$ cat src/rtl/core/cht_pkg.sv
`timescale 1ns / 1ps

package cht_pkg;

  localparam int unsigned DefBuckets = 53;
  localparam int unsigned DefEntries = 256;
  localparam int unsigned DefKeyBits = 32;

  localparam int unsigned FuncW   = 3;
  localparam int unsigned StatusW = 3;
  localparam int unsigned ValueW  = 32;
  localparam int unsigned InKeyW  = 32;

  typedef enum logic [FuncW-1:0] {
    FnFind   = 3'd0,
    FnInsert = 3'd1,
    FnErase  = 3'd2,
    FnChange = 3'd3,
    FnClear  = 3'd4
  } func_e;

  typedef enum logic [StatusW-1:0] {
    StOk      = 3'd0,
    StUpdated = 3'd1,
    StMissing = 3'd2,
    StExists  = 3'd3,
    StNoSpace = 3'd4
  } status_e;

  typedef enum logic [4:0] {
    SIdle,
    SBucket,
    SHeadRd,
    SHeadWait,
    SWalk,
    SWalkWait,
    SDecide,
    SUnlinkRd,
    SUnlinkWait,
    SUnlinkP,
    SUnlinkN,
    SUnlinkSelf,
    SLinkRd,
    SLinkWait,
    SLinkWr,
    SFreeRd,
    SFreeWait,
    SClear,
    SDone
  } state_e;

endpackage

$ cat src/rtl/core/cht_mod.sv
`timescale 1ns / 1ps

module cht_mod
  import cht_pkg::*;
#(
  parameter int unsigned Buckets = DefBuckets,
  parameter int unsigned KeyBits = DefKeyBits,
  localparam int unsigned BW = (Buckets > 1) ? $clog2(Buckets) : 1
) (
  input  logic               clk_i,
  input  logic               rst_ni,
  input  logic               start_i,
  input  logic [KeyBits-1:0] key_i,
  output logic               done_o,
  output logic [BW-1:0]      bucket_o
);

  // The key is reduced 16 bits at a time from the top, each step being a
  // registered reciprocal multiply followed by a multiply-back and subtract.
  localparam int unsigned ChunkW = 16;
  localparam int unsigned NChunk = (KeyBits + ChunkW - 1) / ChunkW;
  localparam int unsigned PadW   = NChunk * ChunkW;
  localparam int unsigned TW     = BW + ChunkW;
  localparam int unsigned RW     = TW + 1;
  localparam int unsigned SH     = TW + BW;
  localparam int unsigned PW     = TW + RW;
  localparam int unsigned QW     = TW + 1 - BW;
  localparam int unsigned CNW    = $clog2(NChunk + 1);
  localparam logic [RW-1:0] Recip =
      RW'(((64'd1 << SH) + 64'(Buckets) - 64'd1) / 64'(Buckets));

  logic [PadW-1:0] rem_q;
  logic [BW-1:0]   acc_q;
  logic [TW-1:0]   t_q;
  logic [QW-1:0]   q_q;
  logic            busy_q;
  logic            ph_q;
  logic [CNW-1:0]  cnt_q;
  logic [TW-1:0]   tval;
  logic [PW-1:0]   prod;
  logic [TW-1:0]   qb;
  logic [TW-1:0]   diff;

  assign tval = {acc_q, rem_q[PadW-1 -: ChunkW]};
  assign prod = PW'(tval) * PW'(Recip);
  assign qb   = TW'(q_q) * TW'(Buckets);
  assign diff = t_q - qb;

  always_ff @(posedge clk_i or negedge rst_ni) begin
    if (!rst_ni) begin
      busy_q <= 1'b0;
      ph_q   <= 1'b0;
      cnt_q  <= '0;
    end else if (start_i) begin
      busy_q <= 1'b1;
      ph_q   <= 1'b0;
      cnt_q  <= '0;
    end else if (busy_q) begin
      if (!ph_q) begin
        ph_q <= 1'b1;
      end else begin
        ph_q  <= 1'b0;
        cnt_q <= cnt_q + 1'b1;
        if (cnt_q == CNW'(NChunk - 1)) begin
          busy_q <= 1'b0;
        end
      end
    end
  end

  always_ff @(posedge clk_i) begin
    if (start_i) begin
      rem_q <= PadW'(key_i);
      acc_q <= '0;
    end else if (busy_q) begin
      if (!ph_q) begin
        t_q   <= tval;
        q_q   <= prod[SH +: QW];
        rem_q <= rem_q << ChunkW;
      end else begin
        acc_q <= diff[BW-1:0];
      end
    end
  end

  assign done_o   = !busy_q && !start_i;
  assign bucket_o = acc_q;

endmodule

$ cat config.mk
export PLATFORM = sky130hd
export DESIGN_NAME = cht_mod
export DESIGN_NICKNAME = d
export VERILOG_FILES = /design/src/rtl/core/cht_pkg.sv /design/src/rtl/core/cht_mod.sv
export SDC_FILE = /design/constraint.sdc
export NUM_CORES = 1
export LEC_CHECK = 0
export BUFFER_PORTS_ARGS = -buffer_cell sky130_fd_sc_hd__buf_4
export CELL_PAD_IN_SITES_DETAIL_PLACEMENT = 0
export CELL_PAD_IN_SITES_GLOBAL_PLACEMENT = 1
export CORE_MARGIN = 4
export CORE_UTILIZATION = 56
export CTS_CLUSTER_DIAMETER = 100
export DETAILED_ROUTE_END_ITERATION = 8
export GPL_TIMING_DRIVEN = 0
export PLACE_DENSITY_LB_ADDON = 0.1
export SLEW_MARGIN = 20
export SYNTH_ARGS = -nofsm -noshare
export SYNTH_HDL_FRONTEND = slang
export SYNTH_SLANG_ARGS = --single-unit
export TNS_END_PERCENT = 100
$ cat constraint.sdc
create_clock -name clk_i -period 8.55 [get_ports clk_i]
set_clock_uncertainty 0.15 [all_clocks]
set_input_delay 0.855 -clock clk_i [delete_from_list [all_inputs] [get_ports clk_i]]
set_output_delay 0.855 -clock clk_i [all_outputs]
set_load 0.01 [all_outputs]
==> key figures <==
Synthesis
  – Sequential fraction of the synthesis area: a little under a fifth
  – Synth Flop Type: edfxtp_1
  – Post-synth EDFFs: 44
  – Asr flop ratio synth: under 10%
  – FF+latch count, synth: 54
  – Synthesized area: 8359 µm²
  – Yosys cell types: 39
  – Synth warn: 0
  – Syn_nets: about 1100
  – Mapped Cells: about 770
  – Syn Area/Cell: roughly 11 µm²

Cells and area
  – FILL cells: about 1200
  – Fin area: ~9000 µm²
  – Share of cells above drive strength 1: slightly below 9%
  – Final #Nets: ~1200
  – P&R area growth vs syn: 8.023%
  – Most frequent cells in the layout: 239 x inv_1, 184 x ha_1, 119 x fa_1
  – Antenna Cells: 0
  – Commonest non-fill, non-tap cell in the layout: inv_1

Timing
  – Endpoints failing hold: 0
  – Pins over their slew limit: 0
  – RSZ-0062 raised after global routing: no
  – Worst-Margin Slew: between 0.9 and 1 ns
  – Final min period: ~6.4 ns
  – Fin crit share: 74.78%
  – Slew HR: between 30 and 40%
  – Fin Setup TNS: 0 ns
  – Fmax: around 0.16 GHz
  – Final setup vio count: 0

Critical path
  – Worst EP required: between 8 and 9 ns
  – Crit path DAT: 6.27 ns
  – Worst-path cell chain: ha_1, fa_1, fa_1, fa_1, fa_1, fa_1, inv_1, fa_1, inv_1, ha_1, and3_1, o21ai_0, o311ai_2, a211oi_2, o21bai_1, xor2_1
  – Maximum fanout along the worst path: 7
  – Largest stage delay, worst path: around 0.62 ns
  – Crit-path slowest cell: edfxtp_1
  – CP Class: reg -> reg
  – Worst setup SP type: register
  – Most frequent CP cell: fa_1
  – Crit. End Element: register

Outcome
  – Status: finished clean

GRT
  – Overall track demand over capacity in global routing: between 20% and 30%
  – Vias in the first global route: 5690
  – Initial antenna violation count: 0
  – First-pass GRT wire length: around 29000 µm
  – Largest net degree at the start of global routing: 34
  – Overflow after GRT: 0

CTS
  – Bufs on Longest Clock Path: 2
  – Clock root cell: clkbuf_16
  – CTS Sinks: 54
  – CTS Hold Buffers Added: 0
  – TritonCTS Buffers: 5
  – H-tree depth: 2
  – Clock slew at reported path FFs: 0.07 ns
  – Post-CTS Setup Inserts: 0
  – TritonCTS clock tree: built
  – Clk Latency, worst-skew pair: roughly 0.29 ns
  – Post-CTS Resized: 0

Drt
  – ANT nets after route: 0
  – Via Count: 5087
  – Routed WL: around 17000 µm
  – First-pass iteration count of the detailed router: 4
  – Drt wl/cell: between 15 and 20 µm
  – DRC violations left: 0
  – First DRT Iteration DRCs: between 150 and 200
  – Via density: 5.082

Place
  – Dpl hpwl: 14470 µm
  – Port bufs: 40
  – GPL Wtd Cong: ~0.91
  – Post-Place Cell Area: roughly 9000 µm²

Floorplanning
  – Total die area: 16950 µm²
  – Area of the core: around 15000 µm²
  – Die width: roughly 130 µm
  – Row count: between 40 and 50
  – Ports: 42
  – Initial Util: ~57%
  – Die H: around 130 µm

Job
  – Max Cap Viol: 0

Worst hold path
  – Hold crit path type: in -> async
[cell type report]
type	instances	area [µm²]	share of cell area, %
plain buffers	6	22.52	0.2494
clock buffers	6	128.9	1.427
clock inverters	2	8.758	0.09699
inverters	239	897.1	9.935
multi-input cells	470	5901	65.35
flip-flops and latches	54	1541	17.07
well taps	184	230.2	2.550
repair buffers	40	300.3	3.325
[per-stage QoR]
| stage | hold slack (ns) | cells | util, % | setup WS [ns] |
|---|---|---|---|---|
| after floorplan | 0.3302 | 769 | - | 2.843 |
| after global placement | 0.3457 | 993 | 60.93 | 2.184 |
| after detailed placement | 0.3670 | 993 | 60.95 | 2.197 |
| after CTS | 0.1860 | 1001 | 61.90 | 2.142 |
| after global routing | 0.1796 | 1001 | 61.90 | 1.911 |
| final | 0.1951 | 1001 | 61.90 | 2.156 |
[per-layer routing]
layer	GRT usage (%)	up-vias	wire (µm)
met2	38.59	80	8526
li1	-	2515	-
met4	7.213	0	498
met5	0	-	0
met3	1.474	24	470
met1	29.45	2468	7216
[flip-flops by register name, summed over array words and instances (netlist names)]
name	flops
rem_q	32
bucket_o	6
q_q	6
t_q	6
cnt_q	2
busy_q	1
ph_q	1
[worst max-delay path, delay by kind of cell, from the launching register on]
kind	cells	cell delay [ns]
adder cells (fa/ha/maj)	8	3.77
buffers and inverters	2	0.11
AO/OA/AOI/OAI	4	1.13
flip-flops	1	0.62
XOR/XNOR	1	0.18
AND/OR/NAND/NOR	1	0.17
[cells by family after synthesis]
family,share of synthesized area [%]
simple gates,3.488
fa+ha+maj,56.04
buf+inv,11.00
compound gates,5.523
flops,18.44
mux,2.155
xor+xnor,3.353
[synthesized netlist by cell type (all sizes together) (5+ instances only)]
cell    instances  share of area [%]
a211oi          8               0.84
a21o           14                1.3
a21oi          15               0.90
and2           17                1.3
and3            5               0.39
clkbuf          6               0.27
dfxtp           6                1.4
edfxtp         44                 16
fa            119                 28
ha            184                 28
inv           239                 11
mux2           16                2.2
nand2          11               0.49
nand3           5               0.36
nor2           11               0.49
o21ai           8               0.48
o21bai          5               0.45
xnor2          27                2.8
xor2            5               0.52
[worst paths after layout]
check	startpoint	end	slack, ns	cells after the start
worst max-delay path	rem_q[20]	q_q[3]	2.16	16
worst min-delay path	rst_ni	cnt_q[1]	0.20	1
worst max register to register	rem_q[20]	q_q[3]	2.16	16
worst min register to register	cnt_q[1]	cnt_q[1]	0.38	2
max in group asynchronous	rst_ni	ph_q	7.96	1
min in group clk_i	cnt_q[1]	cnt_q[1]	0.38	2
Power is left out: the tool's default activity adds up to more than one toggle a clock period on the data nets, which glitch-free logic cannot reach.
